File: config.mk
export PLATFORM = sky130hd
export DESIGN_NAME = srpt_tick_scheduler
export DESIGN_NICKNAME = d
export VERILOG_FILES = /design/src/design/srpt_pkg.sv /design/src/design/srpt_tick_scheduler.sv
export SDC_FILE = /design/constraint.sdc
export NUM_CORES = 1
export LEC_CHECK = 0
export BUFFER_PORTS_ARGS = -buffer_cell sky130_fd_sc_hd__buf_4
export CELL_PAD_IN_SITES_DETAIL_PLACEMENT = 1
export CELL_PAD_IN_SITES_GLOBAL_PLACEMENT = 1
export CORE_ASPECT_RATIO = 0.7
export CORE_MARGIN = 2
export CORE_UTILIZATION = 45
export CTS_CLUSTER_SIZE = 24
export DETAILED_ROUTE_END_ITERATION = 8
export PLACE_DENSITY_LB_ADDON = 0.1
export SYNTH_ARGS = -nofsm -noshare
export SYNTH_HDL_FRONTEND = slang
export SYNTH_SLANG_ARGS = --single-unit
File: constraint.sdc
create_clock -name i_clk -period 15.6 [get_ports i_clk]
set_input_delay 3.12 -clock i_clk [delete_from_list [all_inputs] [get_ports i_clk]]
set_output_delay 3.12 -clock i_clk [all_outputs]
set_load 0.02 [all_outputs]
File: src/design/srpt_pkg.sv
// Shared constants, types and codes for the shortest-remaining-time tick scheduler.
package srpt_pkg;

    localparam int NUM_SLOTS = 4;
    localparam int SLOT_IDX_W = (NUM_SLOTS > 1) ? $clog2(NUM_SLOTS) : 1;
    localparam int SLOT_CMP_W = 7;

    localparam int SLOT_W = 6;
    localparam int TIME_W = 16;
    localparam int SUM_W = 24;
    localparam int UNIT_W = SUM_W + 1;

    localparam int IN_DATA_W = 40;
    localparam int OUT_DATA_W = 104;

    localparam logic [TIME_W-1:0] TIME_LIMIT_RESET = 16'd100;
    localparam logic [TIME_W-1:0] TIME_MAX = 16'hFFFF;
    localparam logic [SUM_W-1:0] SUM_MAX = 24'hFFFFFF;

    localparam logic OP_LOAD = 1'b0;
    localparam logic OP_TICK = 1'b1;

    typedef enum logic [3:0] {
        ST_IDLE,
        ST_SCAN,
        ST_DEC,
        ST_COMP,
        ST_TURN,
        ST_WAIT,
        ST_SUMW,
        ST_SUMT,
        ST_EMIT,
        ST_TIME
    } t_state;

endpackage

File: src/design/srpt_tick_scheduler.sv
// Top level of the shortest-remaining-time tick scheduler with its sequencer and shared adder.
//
// Usage:
//   Input stream (s_axis): tuser carries the op (0 = load slot, 1 = tick), tdata
//   carries slot, arrival and burst. A load writes the slot table in the cycle of
//   its transfer and the block is ready again in the next cycle. A tick scans all
//   NUM_SLOTS entries with one comparator, one entry per cycle, then runs every
//   arithmetic step (decrement, completion, turnaround, waiting, two saturating
//   sums, time advance) through a single 25-bit add/subtract unit.
//   Without a completion a tick runs the scan, the decrement and the time advance;
//   with one it adds the completion steps and the emit step before the time advance.
//   A tick past time_limit is dropped in its transfer cycle.
//   Output stream (m_axis): one transfer per completed task, held in an output
//   register. If the receiver stalls, the block still finishes the current tick up
//   to the emit step and waits there until the register frees up.
//   Config channel: cfg_data writes time_limit; always ready.
//   Reset (synchronous, active low): clears the tables, time, sums, output valid,
//   and sets time_limit to 100.
module srpt_tick_scheduler (
    input  logic                               i_clk,
    input  logic                               i_rst_n,
    input  logic                               i_s_axis_tvalid,
    output logic                               o_s_axis_tready,
    // tdata: slot[5:0], arrival[21:6], burst[37:22], zero fill to 40 bits
    input  logic [srpt_pkg::IN_DATA_W-1:0]     i_s_axis_tdata,
    // tuser: op[0]
    input  logic                               i_s_axis_tuser,
    output logic                               o_m_axis_tvalid,
    input  logic                               i_m_axis_tready,
    // tdata: done_slot[5:0], finish_tick[21:6], wait_ticks[37:22],
    //        turn_ticks[53:38], total_waiting[77:54], total_turnaround[101:78],
    //        zero fill to 104 bits
    output logic [srpt_pkg::OUT_DATA_W-1:0]    o_m_axis_tdata,
    input  logic                               i_cfg_valid,
    output logic                               o_cfg_ready,
    input  logic [srpt_pkg::TIME_W-1:0]        i_cfg_data
);

    localparam int TW = srpt_pkg::TIME_W;
    localparam int SW = srpt_pkg::SUM_W;
    localparam int IW = srpt_pkg::SLOT_IDX_W;
    localparam int NS = srpt_pkg::NUM_SLOTS;

    srpt_pkg::t_state r_state, n_state;

    // Slot tables, read at the scan index only
    logic [TW-1:0] r_arr [NS];
    logic [TW-1:0] r_bur [NS];
    logic [TW-1:0] r_rem [NS];

    logic [TW-1:0] r_limit;
    logic [TW-1:0] r_time;
    logic [SW-1:0] r_wsum;
    logic [SW-1:0] r_tsum;

    // Scan state and the best candidate so far
    logic [IW-1:0] r_idx;
    logic          r_found;
    logic [IW-1:0] r_pick;
    logic [TW-1:0] r_best_rem;
    logic [TW-1:0] r_best_arr;
    logic [TW-1:0] r_best_bur;

    // Results of the completion steps
    logic [TW-1:0] r_comp;
    logic [TW-1:0] r_turn;
    logic [TW-1:0] r_wait;

    logic                             r_out_valid;
    logic [srpt_pkg::OUT_DATA_W-1:0]  r_out_data;

    // Input fields
    logic [srpt_pkg::SLOT_W-1:0] w_in_slot;
    logic [TW-1:0]               w_in_arr;
    logic [TW-1:0]               w_in_bur;
    logic                        w_in_accept;
    logic                        w_load_ok;

    // Shared add/subtract unit
    logic [SW-1:0]               w_ua;
    logic [SW-1:0]               w_ub;
    logic                        w_usub;
    logic [srpt_pkg::UNIT_W-1:0] w_usum;
    logic [TW-1:0]               w_sat16;
    logic [SW-1:0]               w_sat24;

    logic [TW-1:0] w_rd_arr;
    logic [TW-1:0] w_rd_bur;
    logic [TW-1:0] w_rd_rem;
    logic          w_elig;
    logic          w_scan_last;
    logic          w_out_free;

    assign w_in_slot = i_s_axis_tdata[5:0];
    assign w_in_arr  = i_s_axis_tdata[21:6];
    assign w_in_bur  = i_s_axis_tdata[37:22];

    assign o_s_axis_tready = (r_state == srpt_pkg::ST_IDLE);
    assign w_in_accept     = i_s_axis_tvalid && o_s_axis_tready;
    assign w_load_ok       = ({1'b0, w_in_slot} < srpt_pkg::SLOT_CMP_W'(NS));

    assign o_cfg_ready     = 1'b1;
    assign o_m_axis_tvalid = r_out_valid;
    assign o_m_axis_tdata  = r_out_data;
    assign w_out_free      = !r_out_valid || i_m_axis_tready;

    assign w_rd_arr    = r_arr[r_idx];
    assign w_rd_bur    = r_bur[r_idx];
    assign w_rd_rem    = r_rem[r_idx];
    assign w_scan_last = (r_idx == IW'(NS - 1));
    assign w_elig      = (w_rd_arr <= r_time) && (w_rd_rem != '0) &&
                         (!r_found || (w_rd_rem < r_best_rem));

    // Operand selection for the shared unit
    always_comb begin
        w_ua   = '0;
        w_ub   = '0;
        w_usub = 1'b0;
        case (r_state)
            srpt_pkg::ST_DEC: begin
                w_ua   = SW'(r_best_rem);
                w_ub   = SW'(1);
                w_usub = 1'b1;
            end
            srpt_pkg::ST_COMP, srpt_pkg::ST_TIME: begin
                w_ua = SW'(r_time);
                w_ub = SW'(1);
            end
            srpt_pkg::ST_TURN: begin
                w_ua   = SW'(r_comp);
                w_ub   = SW'(r_best_arr);
                w_usub = 1'b1;
            end
            srpt_pkg::ST_WAIT: begin
                w_ua   = SW'(r_turn);
                w_ub   = SW'(r_best_bur);
                w_usub = 1'b1;
            end
            srpt_pkg::ST_SUMW: begin
                w_ua = r_wsum;
                w_ub = SW'(r_wait);
            end
            srpt_pkg::ST_SUMT: begin
                w_ua = r_tsum;
                w_ub = SW'(r_turn);
            end
            default: begin
                w_ua = '0;
            end
        endcase
    end

    // For a subtract, bit 24 set means a borrow; for an add it is the 24-bit carry
    assign w_usum  = {1'b0, w_ua} + ({1'b0, w_ub} ^ {srpt_pkg::UNIT_W{w_usub}}) +
                     srpt_pkg::UNIT_W'(w_usub);
    assign w_sat16 = w_usum[TW] ? srpt_pkg::TIME_MAX : w_usum[TW-1:0];
    assign w_sat24 = w_usum[SW] ? srpt_pkg::SUM_MAX : w_usum[SW-1:0];

    // Next state
    always_comb begin
        n_state = r_state;
        case (r_state)
            srpt_pkg::ST_IDLE: begin
                if (w_in_accept && (i_s_axis_tuser == srpt_pkg::OP_TICK) &&
                    (r_time <= r_limit)) begin
                    n_state = srpt_pkg::ST_SCAN;
                end
            end
            srpt_pkg::ST_SCAN: begin
                if (w_scan_last) begin
                    n_state = srpt_pkg::ST_DEC;
                end
            end
            srpt_pkg::ST_DEC: begin
                if (r_found && (w_usum[TW-1:0] == '0)) begin
                    n_state = srpt_pkg::ST_COMP;
                end else begin
                    n_state = srpt_pkg::ST_TIME;
                end
            end
            srpt_pkg::ST_COMP: n_state = srpt_pkg::ST_TURN;
            srpt_pkg::ST_TURN: n_state = srpt_pkg::ST_WAIT;
            srpt_pkg::ST_WAIT: n_state = srpt_pkg::ST_SUMW;
            srpt_pkg::ST_SUMW: n_state = srpt_pkg::ST_SUMT;
            srpt_pkg::ST_SUMT: n_state = srpt_pkg::ST_EMIT;
            srpt_pkg::ST_EMIT: begin
                if (w_out_free) begin
                    n_state = srpt_pkg::ST_TIME;
                end
            end
            srpt_pkg::ST_TIME: n_state = srpt_pkg::ST_IDLE;
            default: n_state = srpt_pkg::ST_IDLE;
        endcase
    end

    always_ff @(posedge i_clk) begin
        if (!i_rst_n) begin
            r_state <= srpt_pkg::ST_IDLE;
        end else begin
            r_state <= n_state;
        end
    end

    // Config register
    always_ff @(posedge i_clk) begin
        if (!i_rst_n) begin
            r_limit <= srpt_pkg::TIME_LIMIT_RESET;
        end else if (i_cfg_valid) begin
            r_limit <= i_cfg_data;
        end
    end

    // Slot tables: load writes a whole slot, the decrement step writes remaining
    always_ff @(posedge i_clk) begin
        if (!i_rst_n) begin
            for (int k = 0; k < NS; k++) begin
                r_arr[k] <= '0;
                r_bur[k] <= '0;
                r_rem[k] <= '0;
            end
        end else if (w_in_accept && (i_s_axis_tuser == srpt_pkg::OP_LOAD) && w_load_ok) begin
            r_arr[w_in_slot[IW-1:0]] <= w_in_arr;
            r_bur[w_in_slot[IW-1:0]] <= w_in_bur;
            r_rem[w_in_slot[IW-1:0]] <= w_in_bur;
        end else if ((r_state == srpt_pkg::ST_DEC) && r_found) begin
            r_rem[r_pick] <= w_usum[TW-1:0];
        end
    end

    // Time and running sums
    always_ff @(posedge i_clk) begin
        if (!i_rst_n) begin
            r_time <= '0;
            r_wsum <= '0;
            r_tsum <= '0;
        end else begin
            case (r_state)
                srpt_pkg::ST_TIME: r_time <= w_sat16;
                srpt_pkg::ST_SUMW: r_wsum <= w_sat24;
                srpt_pkg::ST_SUMT: r_tsum <= w_sat24;
                default: begin
                    r_time <= r_time;
                end
            endcase
        end
    end

    // Scan bookkeeping and completion arithmetic
    always_ff @(posedge i_clk) begin
        if (!i_rst_n) begin
            r_idx   <= '0;
            r_found <= 1'b0;
        end else begin
            case (r_state)
                srpt_pkg::ST_IDLE: begin
                    r_idx   <= '0;
                    r_found <= 1'b0;
                end
                srpt_pkg::ST_SCAN: begin
                    if (!w_scan_last) begin
                        r_idx <= r_idx + IW'(1);
                    end
                    if (w_elig) begin
                        r_found <= 1'b1;
                    end
                end
                default: begin
                    r_idx <= r_idx;
                end
            endcase
        end
    end

    always_ff @(posedge i_clk) begin
        case (r_state)
            srpt_pkg::ST_SCAN: begin
                if (w_elig) begin
                    r_pick     <= r_idx;
                    r_best_rem <= w_rd_rem;
                    r_best_arr <= w_rd_arr;
                    r_best_bur <= w_rd_bur;
                end
            end
            srpt_pkg::ST_COMP: r_comp <= w_sat16;
            srpt_pkg::ST_TURN: r_turn <= w_usum[TW-1:0];
            // Clamp at zero on borrow
            srpt_pkg::ST_WAIT: r_wait <= w_usum[SW] ? '0 : w_usum[TW-1:0];
            default: begin
                r_comp <= r_comp;
            end
        endcase
    end

    // Output register: hold until the receiver takes the transfer
    always_ff @(posedge i_clk) begin
        if (!i_rst_n) begin
            r_out_valid <= 1'b0;
        end else if ((r_state == srpt_pkg::ST_EMIT) && w_out_free) begin
            r_out_valid <= 1'b1;
        end else if (i_m_axis_tready) begin
            r_out_valid <= 1'b0;
        end
    end

    always_ff @(posedge i_clk) begin
        if ((r_state == srpt_pkg::ST_EMIT) && w_out_free) begin
            r_out_data <= {2'b00, r_tsum, r_wsum, r_turn, r_wait, r_comp,
                           srpt_pkg::SLOT_W'(r_pick)};
        end
    end

endmodule

==> reports/qor.yml, run 1 <==
status: "finished clean"
drc: 0
crit_path_max_fanout: 37
yosys_warnings: 0
die_h_um: 186
crit_arrival_ns: 7.35
ys_ff_latch: 478
cts_tree: "yes"
gp_congestion: 0.900
yosysSeqAreaShare_pct: 63.3
final_cell_mix: "edfxtp_1, buf_4, nor2_1, and2_1, inv_1"
period_share_pct: 44.7
port_buffers: 159
ios: 169
synth-main-ff-cell: "edfxtp_1"
dpl_worst_slack_ns: 8.79
cts_resized: 0
grtUsageTotal_pct: 24.6
relSlewSlack_pct: 26.5
synth_area_per_cell_um2: 13.2
post-cts-setup-buffers: 0
period_minus_slack_ns: 6.97
power.leakage_uw: 0.00950
finalSetupViolations: 0
die_w_um: 264
row_count: 66
drt_wl_total_mm: 60.5
hold_path_class: "reg -> reg"
grt_antenna_before_repair: 2
final_common_cell: "edfxtp_1"
path_cells: "nand2b_1 -> nor3_2 -> buf_4 -> a221oi_1 -> a221o_1 -> ha_1 -> and2_1 -> o2111ai_1 -> o22ai_1 -> a21oi_1 -> o31ai_1 -> nand4_1 -> and4b_1 -> xnor2_2 -> buf_4 -> a31oi_1"
cts_root_buf: "clkbuf_16"
setup_tns_ns: 0
diodes: 0
grt_pass1_wl_mm: 90.2
hold_viol: 0
crit_type: "reg -> reg"
fin_skew_ns: 0.0313
cts_buffers: 48
rsz0062_at_grt: "false"
synth_edf_count: 388
cpMaxStageDelayCell: "xnor2_2"
clk_pin_slew_worst_paths_ns: 0.06
syn_inst: 1614
cp_num_buf_inv: 2
finalWorstSetupSlack_ns: 8.63
endpoint_kind: "flop"
area_delta_synth_final_pct: 16.0
clock-sinks: 478
ctsHoldBuffers: 0
power.total_uw: 2720
ys_async_sr_fraction_pct: 0
worst_slew_pin_slew_ns: 1.10
yosysUniqueCellTypes: 73
vias_per_cell: 5.90
first_pass_iters: 6
synth_area_um2: 21300
start_util_pct: 45.7
grt_overflow: 0
powerDensity_nw_per_um2: 110
drv_slew: 0
drt-initial-drc-count: 1517
vdd_drop_max_mv: 0.0760
antenna_left: 0
fin_nets: 1888
vias: 14200
crit_top_cell: "buf_4"
fin_util_pct: 53.0
htreeDepth: 2
worstPathRequired_ns: 15.98
slowest_delay_ns: 0.75
max_freq_mhz: 144
dieArea_um2: 49000
drive_gt1_share_pct: 19.2
drv_cap: 0
grt_max_degree: 67
grt_pass1_vias: 14000
insertion_delay_ns: 0.58
startpoint_type: "flop"
cts_buffer_depth: 3
crit_family: "compound AO/OA/AOI/OAI gates"
core_um2: 46600
detail_route.wl_per_cell_um: 25.1
hpwl_mm: 42.2
[synth_stat cells (11+ instances only)]
library cell | count | area, um^2
edfxtp_1 | 388 | 11700
nor2_1 | 125 | 469
and2_1 | 100 | 626
inv_1 | 93 | 349
dfxtp_1 | 90 | 1800
clkbuf_1 | 84 | 315
ha_1 | 71 | 888
o21ai_0 | 70 | 350
nand2_1 | 69 | 259
a21oi_1 | 53 | 265
a31oi_1 | 52 | 325
mux4_2 | 48 | 1080
and3_1 | 37 | 231
a222oi_1 | 31 | 310
a21o_1 | 20 | 150
nand3_1 | 17 | 85.1
a311oi_1 | 16 | 140
a221o_1 | 15 | 150
a221oi_1 | 15 | 131
mux2i_1 | 14 | 140
o21a_1 | 14 | 105
nor4_1 | 12 | 75.1
xnor2_1 | 12 | 105
nand2b_1 | 11 | 68.8
nor3_1 | 11 | 55.1
[flip-flops by register name, summed over array words and instances (netlist names), 24 cells and up, named ones only]
register and cells:
r_arr 64, r_wsum 24, r_rem 64, r_bur 64
r_tsum 24, o_m_axis_tdata 98
[final timing paths]
path / startpoint / end / slack (ns) / depth (start not counted)
worst max register to register: r_state[2]$_SDFFE_PN0P_ / r_tsum[7]$_SDFFE_PN0N_ / 8.63 / 16
worst min register to register: r_tsum[11]$_SDFFE_PN0N_ / o_m_axis_tdata[89]$_DFFE_PP_ / 0.46 / 0
worst max-delay path: r_state[2]$_SDFFE_PN0P_ / r_tsum[7]$_SDFFE_PN0N_ / 8.63 / 16
worst min-delay path: r_tsum[11]$_SDFFE_PN0N_ / o_m_axis_tdata[89]$_DFFE_PP_ / 0.46 / 0
[logic make-up (layout without fill, tap and decap cells)]
logic type / Yosys count / in the layout / synth area share [%]
buffers and inverters: 202 / 377 / 3.79
DFF: 478 / 478 / 63.3
and+or+nand+nor: 431 / 431 / 10.5
other: 2 / 7 / 0.0353
AOI/OAI and AO/OA: 346 / 346 / 11.4
muxes: 66 / 66 / 5.97
xor gates and xnor gates: 17 / 17 / 0.700
adders and majority gates: 72 / 72 / 4.27
[stage by stage]
| step | area [um^2] | hold slack, ns | instances |
|---|---|---|---|
| finish | 24700 | 0.455 | 2406 |
| global route | 24700 | 0.464 | 2406 |
| CTS | 24700 | 0.457 | 2406 |
| detailed placement | 23100 | 0.442 | 2316 |
| global placement | 23100 | 0.433 | 2316 |
| floorplan | 21300 | 0.419 | 1619 |
[power breakdown]
| part | internal [uW] | switching [uW] | leakage (uW) |
|---|---|---|---|
| Clock | 654 | 489 | 0.000749 |
| Combinational | 59.0 | 92.4 | 0.00433 |
| Sequential | 1410 | 15.1 | 0.00442 |
| Total | 2120 | 596 | 0.00950 |
[metal layers]
layer | global-route usage (%) | share of wire [%] | vias up
li1 | - | - | 6423
met1 | 35.5 | 45 | 7222
met2 | 38.3 | 45 | 455
met3 | 4.99 | 7.6 | 92
met4 | 5.95 | 2.3 | 4
met5 | 0 | 0.041 | -
[area by class of cell]
cell class              instances  area (um^2)
fillers                      4644        21900
flip-flops and latches        478        13500
multi-input cells             939         7110
repair buffers                192         1440
clock buffers                  76         1410
well taps                     612          766
inverters                      95          357
clock inverters                14          131
No activity file was read; power rests on OpenSTA's default activity.
==> run 2: changes to the inputs <==
--- a/config.mk
+++ b/config.mk
@@ -5,12 +5,13 @@
 export SDC_FILE = /design/constraint.sdc
 export NUM_CORES = 1
 export LEC_CHECK = 0
+export ABC_AREA = 1
 export BUFFER_PORTS_ARGS = -buffer_cell sky130_fd_sc_hd__buf_4
 export CELL_PAD_IN_SITES_DETAIL_PLACEMENT = 1
 export CELL_PAD_IN_SITES_GLOBAL_PLACEMENT = 1
 export CORE_ASPECT_RATIO = 0.7
 export CORE_MARGIN = 2
-export CORE_UTILIZATION = 45
+export CORE_UTILIZATION = 43
 export CTS_CLUSTER_SIZE = 24
 export DETAILED_ROUTE_END_ITERATION = 8
 export PLACE_DENSITY_LB_ADDON = 0.1
==> constraint.sdc (replaced) <==
create_clock -name i_clk -period 6.1 [get_ports i_clk]
set_input_delay 1.22 -clock i_clk [delete_from_list [all_inputs] [get_ports i_clk]]
set_output_delay 1.22 -clock i_clk [all_outputs]
set_load 0.02 [all_outputs]
==> run 2 against run 1 <==
Against the previous run:
- count of clock-buffer cells in the layout is 10 lower
- utilization fell by 2.1 points
- cell area rose by 2.0%
- first-iteration DRC count grew 3.5%
- synthesized cell count grew 32%
- area after synthesis rose by 2.0%
- via count rose by 17%
- sequential share of layout area fell by 1.1 points
- fmax is 41% higher
- clock power rose to 2.6 times the previous value
- hold slack worse by 0.031 ns
- largest cell class unchanged
- largest power group unchanged
==> reports/qor.yml, run 2 <==
yosysSeqAreaShare_pct: 62.0
final_common_cell: "edfxtp_1"
timing.reg2reg.setup_slack_ns: 1.16
synth_edf_count: 388
grtUsageTotal_pct: 27.2
antenna_left: 0
hpwl_mm: 50.3
drive_gt1_share_pct: 13.8
drv_cap: 0
area_delta_synth_final_pct: 16.1
hold_viol: 0
dieArea_um2: 52300
worstPathRequired_ns: 6.59
die_h_um: 192
core_um2: 49500
rsz0062_at_grt: "false"
rr_worst_depth: 21
ys_ff_latch: 478
powerDensity_nw_per_um2: 367
status: "finished clean"
vias: 16500
port_buffers: 159
row_count: 68
insertion_delay_ns: 0.60
drt-initial-drc-count: 1570
synthTopCellsByCount: "edfxtp_1, nor2_1, inv_1"
synth-main-ff-cell: "edfxtp_1"
drc: 0
cts_buffer_depth: 3
first_pass_iters: 6
clock-sinks: 478
relSlewSlack_pct: 20.8
grt_pass1_wl_mm: 105
worst_slew_pin_slew_ns: 1.18
synth_area_per_cell_um2: 10.2
cts_resized: 0
yosysUniqueCellTypes: 60
synthTopCellsByArea: "edfxtp_1, dfxtp_1, nor2_1"
grt_overflow: 0
period_minus_slack_ns: 4.94
yosysTopAreaCellShare_pct: 53.7
start_util_pct: 43.8
reg2reg_to: "r_time[3]$_SDFFE_PN0N_"
yosysMostFrequentCell: "edfxtp_1"
cts_root_buf: "clkbuf_16"
final_cell_mix: "edfxtp_1, nor2_1, inv_1, nand2_1, buf_4"
period_share_pct: 81.1
diodes: 0
largest_reg_flops: 98
crit_type: "reg -> reg"
power.leakage_uw: 0.0105
setup_tns_ns: 0
r2r-start: "r_state[3]$_SDFFE_PN0P_"
htreeDepth: 2
timing.hold.ws_ns: 0.425
hold_path_class: "reg -> reg"
yosys_warnings: 0
synth_area_um2: 21700
synth_largest_area_cell: "edfxtp_1"
grt_antenna_before_repair: 1
crit_path_max_fanout: 33
fin_nets: 2413
cts_tree: "yes"
detail_route.wl_per_cell_um: 23.6
clk_pin_slew_worst_paths_ns: 0.06
grt_max_degree: 94
ctsHoldBuffers: 0
crit_start: "r_state[3]$_SDFFE_PN0P_"
vdd_drop_max_mv: 0.207
crit_arrival_ns: 5.43
vias_per_cell: 5.54
ios: 169
post-cts-setup-buffers: 0
drv_slew: 0
finalSetupViolations: 0
gp_congestion: 0.940
ys_async_sr_fraction_pct: 0
cts_buffers: 48
setup.worst_path.end: "r_time[3]$_SDFFE_PN0N_"
max_freq_mhz: 202
endpoint_kind: "flop"
syn_inst: 2131
fin_skew_ns: 0.0179
drt_wl_total_mm: 70.3
die_w_um: 272
grt_pass1_vias: 16700
startpoint_type: "flop"
## run 2: cell types whose count changed in the layout (fill, tap and decap cells not counted), moves of 91 or more
| cell | previous run | this run |
|---|---|---|
| nand2_1 | 68 | 271 |
| nor2_1 | 122 | 317 |
| inv_1 | 93 | 283 |
| and2_1 | 100 | 2 |
| o21ai_0 | 70 | 163 |
| a21oi_1 | 53 | 144 |
## run 2: per-stage QoR
| stage | utilization (%) | area (um^2) | total power [uW] | setup slack [ns] | instances |
|---|---|---|---|---|---|
| 3_3_place_gp | 47.7 | 23600 | 6200 | 1.45 | 2894 |
| 6_report | 50.8 | 25200 | 9250 | 1.16 | 2984 |
| 4_1_cts | 50.8 | 25200 | 9270 | 1.22 | 2984 |
| 5_1_grt | 50.8 | 25200 | 9640 | 0.676 | 2984 |
| 3_5_place_dp | 47.7 | 23600 | 6310 | 1.29 | 2894 |
| 2_1_floorplan | - | 21700 | 5400 | 0.212 | 2136 |
## run 2: layout make-up
type / instances / area, um^2
fill: 5514 / 24300
inverter: 299 / 1120
clock inverter: 24 / 224
tap: 665 / 832
clock buffer: 66 / 1310
multi-input combinational: 1260 / 6750
timing repair buffer: 192 / 1480
sequential: 478 / 13500
## run 2: worst max-delay path: stages, from the launching register on
cell      delay, ns
dfxtp_1        0.33
inv_1          0.11
nor2_1         0.09
nand2_2        0.55
nand2_4        0.31
nor2_2         0.28
nand2_2        0.11
o21ai_0        0.11
o21ai_0        0.18
fa_1           0.51
nand3_1        0.12
nand2_1        0.14
nand3_1        0.13
nand2_1        0.14
nand2_1        0.11
nand2_1        0.13
a21boi_2       0.22
xor2_2         0.52
buf_4          0.34
nand2_1        0.12
o21ai_1        0.17
inv_1          0.07
## run 2: how the worst min path moves through the flow
stage	start	end	slack (ns)	cells past startpoint
2_1_floorplan	r_tsum[22]$_SDFFE_PN0N_	o_m_axis_tdata[100]$_DFFE_PP_	0.41	0
3_3_place_gp	r_wsum[6]$_SDFFE_PN0N_	o_m_axis_tdata[60]$_DFFE_PP_	0.42	0
3_5_place_dp	r_wsum[6]$_SDFFE_PN0N_	o_m_axis_tdata[60]$_DFFE_PP_	0.42	0
4_1_cts	r_wsum[8]$_SDFFE_PN0N_	o_m_axis_tdata[62]$_DFFE_PP_	0.43	0
5_1_grt	r_wsum[8]$_SDFFE_PN0N_	o_m_axis_tdata[62]$_DFFE_PP_	0.43	0
6_report	r_wsum[8]$_SDFFE_PN0N_	o_m_axis_tdata[62]$_DFFE_PP_	0.42	0
## run 2: cell families after synthesis
family | share of synthesized area, %
AO/OA/AOI/OAI | 12.8
XOR/XNOR | 0.444
adder cells (fa/ha/maj) | 4.19
buffers and inverters | 7.15
flip-flops | 62.0
other | 0.0346
AND/OR/NAND/NOR | 13.4
## run 2: power by group
| part | internal (uW) | switching (uW) |
|---|---|---|
| Sequential | 3860 | 133 |
| Combinational | 669 | 1620 |
| Clock | 1670 | 1290 |
| Total | 6200 | 3050 |
## run 2: per-layer routing
layer / routed length (um) / GRT usage [%]
met5: 13 / 0
met4: 1460 / 6.61
met3: 4780 / 4.46
met2: 31300 / 42.1
met1: 32800 / 39.8
==> run 3: changes to the inputs <==
==> constraint.sdc (replaced) <==
create_clock -name i_clk -period 4.3 [get_ports i_clk]
set_input_delay 0.86 -clock i_clk [delete_from_list [all_inputs] [get_ports i_clk]]
set_output_delay 0.86 -clock i_clk [all_outputs]
set_load 0.02 [all_outputs]
==> run 3 against run 2 <==
Against the previous run:
- critical path depth grew 1
- global-route usage up 0.11 points
- worst setup slack worse by 0.95 ns
- power up 43%
- fmax increased by 21%
- sequential share of layout area down 1.3 points
- clock skew fell by 0.0025 ns
- largest cell class unchanged
==> reports/qor.yml, run 3 (synthesized netlist as in run 2, its figures left out) <==
status: "finished clean"
fin_nets: 2473
endpoint_kind: "flop"
wl_met2_mm: 32.3
met3_wirelength_mm: 4.35
grtUsageTotal_pct: 27.3
top_layer: "met4"
gp_congestion: 0.905
period_share_pct: 95.2
cts_buffers: 47
hpwl_mm: 52.1
timing.hold.ws_ns: 0.428
drc: 0
grt_antenna_before_repair: 1
start_util_pct: 43.8
clk_pin_slew_worst_paths_ns: 0.07
max_freq_mhz: 244
drive_gt1_share_pct: 16.2
startpoint_type: "flop"
detail_route.wl_per_cell_um: 23.5
largest_reg_flops: 98
die_w_um: 272
drt-initial-drc-count: 1580
grt_overflow: 0
core_um2: 49500
fin_util_pct: 52.1
relSlewSlack_pct: 28.0
crit_arrival_ns: 4.56
worst_slew_pin_slew_ns: 1.08
fin_skew_ns: 0.0154
insertion_delay_ns: 0.59
final_cell_mix: "edfxtp_1, nor2_1, inv_1, nand2_1, buf_4"
crit_path_max_fanout: 19
antenna_left: 0
die_h_um: 192
crit_type: "reg -> reg"
cts_tree: "yes"
cts_root_buf: "clkbuf_16"
drv_cap: 0
period_minus_slack_ns: 4.09
vias_per_cell: 5.51
area_delta_synth_final_pct: 18.9
port_buffers: 159
drv_slew: 0
final_cell_area_um2: 25800
row_count: 68
ios: 169
power.leakage_uw: 0.0108
cts_buffer_depth: 3
wl_met1_mm: 33.7
vias: 16800
diodes: 0
hold_viol: 0
final_common_cell: "edfxtp_1"
grt_pass1_wl_mm: 106
drt_wl_total_mm: 71.6
powerDensity_nw_per_um2: 514
place_area_um2: 24100
htreeDepth: 2
grt_pass1_vias: 17300
worstPathRequired_ns: 4.77
vdd_drop_max_mv: 0.372
first_pass_iters: 5
dieArea_um2: 52300
grt_max_degree: 74
finalSetupViolations: 0
hold_path_class: "reg -> reg"
clock-sinks: 478
## run 3: changes by cell type in the layout (fill, tap and decap cells not counted), moves of 2 or more
| cell | delta |
|---|---|
| buf_4 | +49 |
| buf_12 | +12 |
| o21ai_0 | -5 |
| o21ai_1 | +5 |
| clkbuf_8 | +4 |
| clkinv_2 | -3 |
| bufinv_16 | -2 |
| clkbuf_1 | +2 |
| clkinv_1 | -2 |
| clkinvlp_4 | -2 |
| inv_6 | -2 |
| nand2_1 | -2 |
| nand2_2 | +2 |
## run 3: power breakdown
group | leakage (uW) | switching (uW) | internal (uW)
Sequential | 0.00452 | 161 | 5470
Clock | 0.000731 | 1810 | 2320
Combinational | 0.00558 | 2390 | 1090
Total | 0.0108 | 4360 | 8870
## run 3: worst paths after layout
| path | from | endpoint | slack, ns | depth (start not counted) |
|---|---|---|---|---|
| worst min register to register | r_tsum[23]$_SDFFE_PN0N_ | o_m_axis_tdata[101]$_DFFE_PP_ | 0.43 | 0 |
| worst max-delay path | r_state[1]$_SDFFE_PN0P_ | r_wsum[20]$_SDFFE_PN0N_ | 0.21 | 22 |
| worst min-delay path | r_tsum[23]$_SDFFE_PN0N_ | o_m_axis_tdata[101]$_DFFE_PP_ | 0.43 | 0 |
| worst max register to register | r_state[1]$_SDFFE_PN0P_ | r_wsum[20]$_SDFFE_PN0N_ | 0.21 | 22 |
## run 3: final cells by class
class	count	area, um^2
fillers	5444	23700
flip-flops and latches	478	13500
clock buffers	72	1370
clock inverters	14	118
well taps	665	832
inverters	299	1120
multi-input cells	1260	6790
repair buffers	253	2090
## run 3: timing repair
item | 4_1_cts | 5_1_grt
gates cloned | 0 | 0
hold buffers | 0 | 0
setup endpoints to repair | 10 | 37
hold endpoints to repair | 0 | 0
resized for setup | 1 | 13
setup buffers | 7 | 2
pin swaps | 2 | 1
## run 3: metrics by stage
stage                     cells  worst slack (ns)  setup TNS, ns  total power (uW)
after detailed placement   2946            -0.209         -0.414              9140
after floorplan            2136            0.0646              0              7650
after CTS                  3039            0.0536              0             13300
after global routing       3041           -0.0105        -0.0251             13800
after global placement     2946            0.0456              0              9000
final                      3041             0.208              0             13200
## run 3: worst max-delay path, stage by stage (launching register included)
cell and delay, ns:
dfxtp_1 0.41, inv_2 0.09, nor2_2 0.28, nand2_4 0.19
inv_4 0.18, a21oi_4 0.05, buf_12 0.16, o211ai_1 0.20
ha_1 0.29, a21oi_1 0.27, nand2_1 0.15, nand3_1 0.13
nand2_1 0.14, nand2_1 0.10, nand2_1 0.12, a21boi_2 0.20
o21ai_1 0.12, nand3_1 0.11, nand2_1 0.09, xnor2_2 0.23
nand2_2 0.14, o21ai_0 0.23, inv_1 0.08
## run 3: layer usage
metal  track usage [%]  up-vias
met5                 0        -
met4              6.19        0
met3              4.05       76
met2              42.8      476
met1              39.9     8503
li1                  -     7704
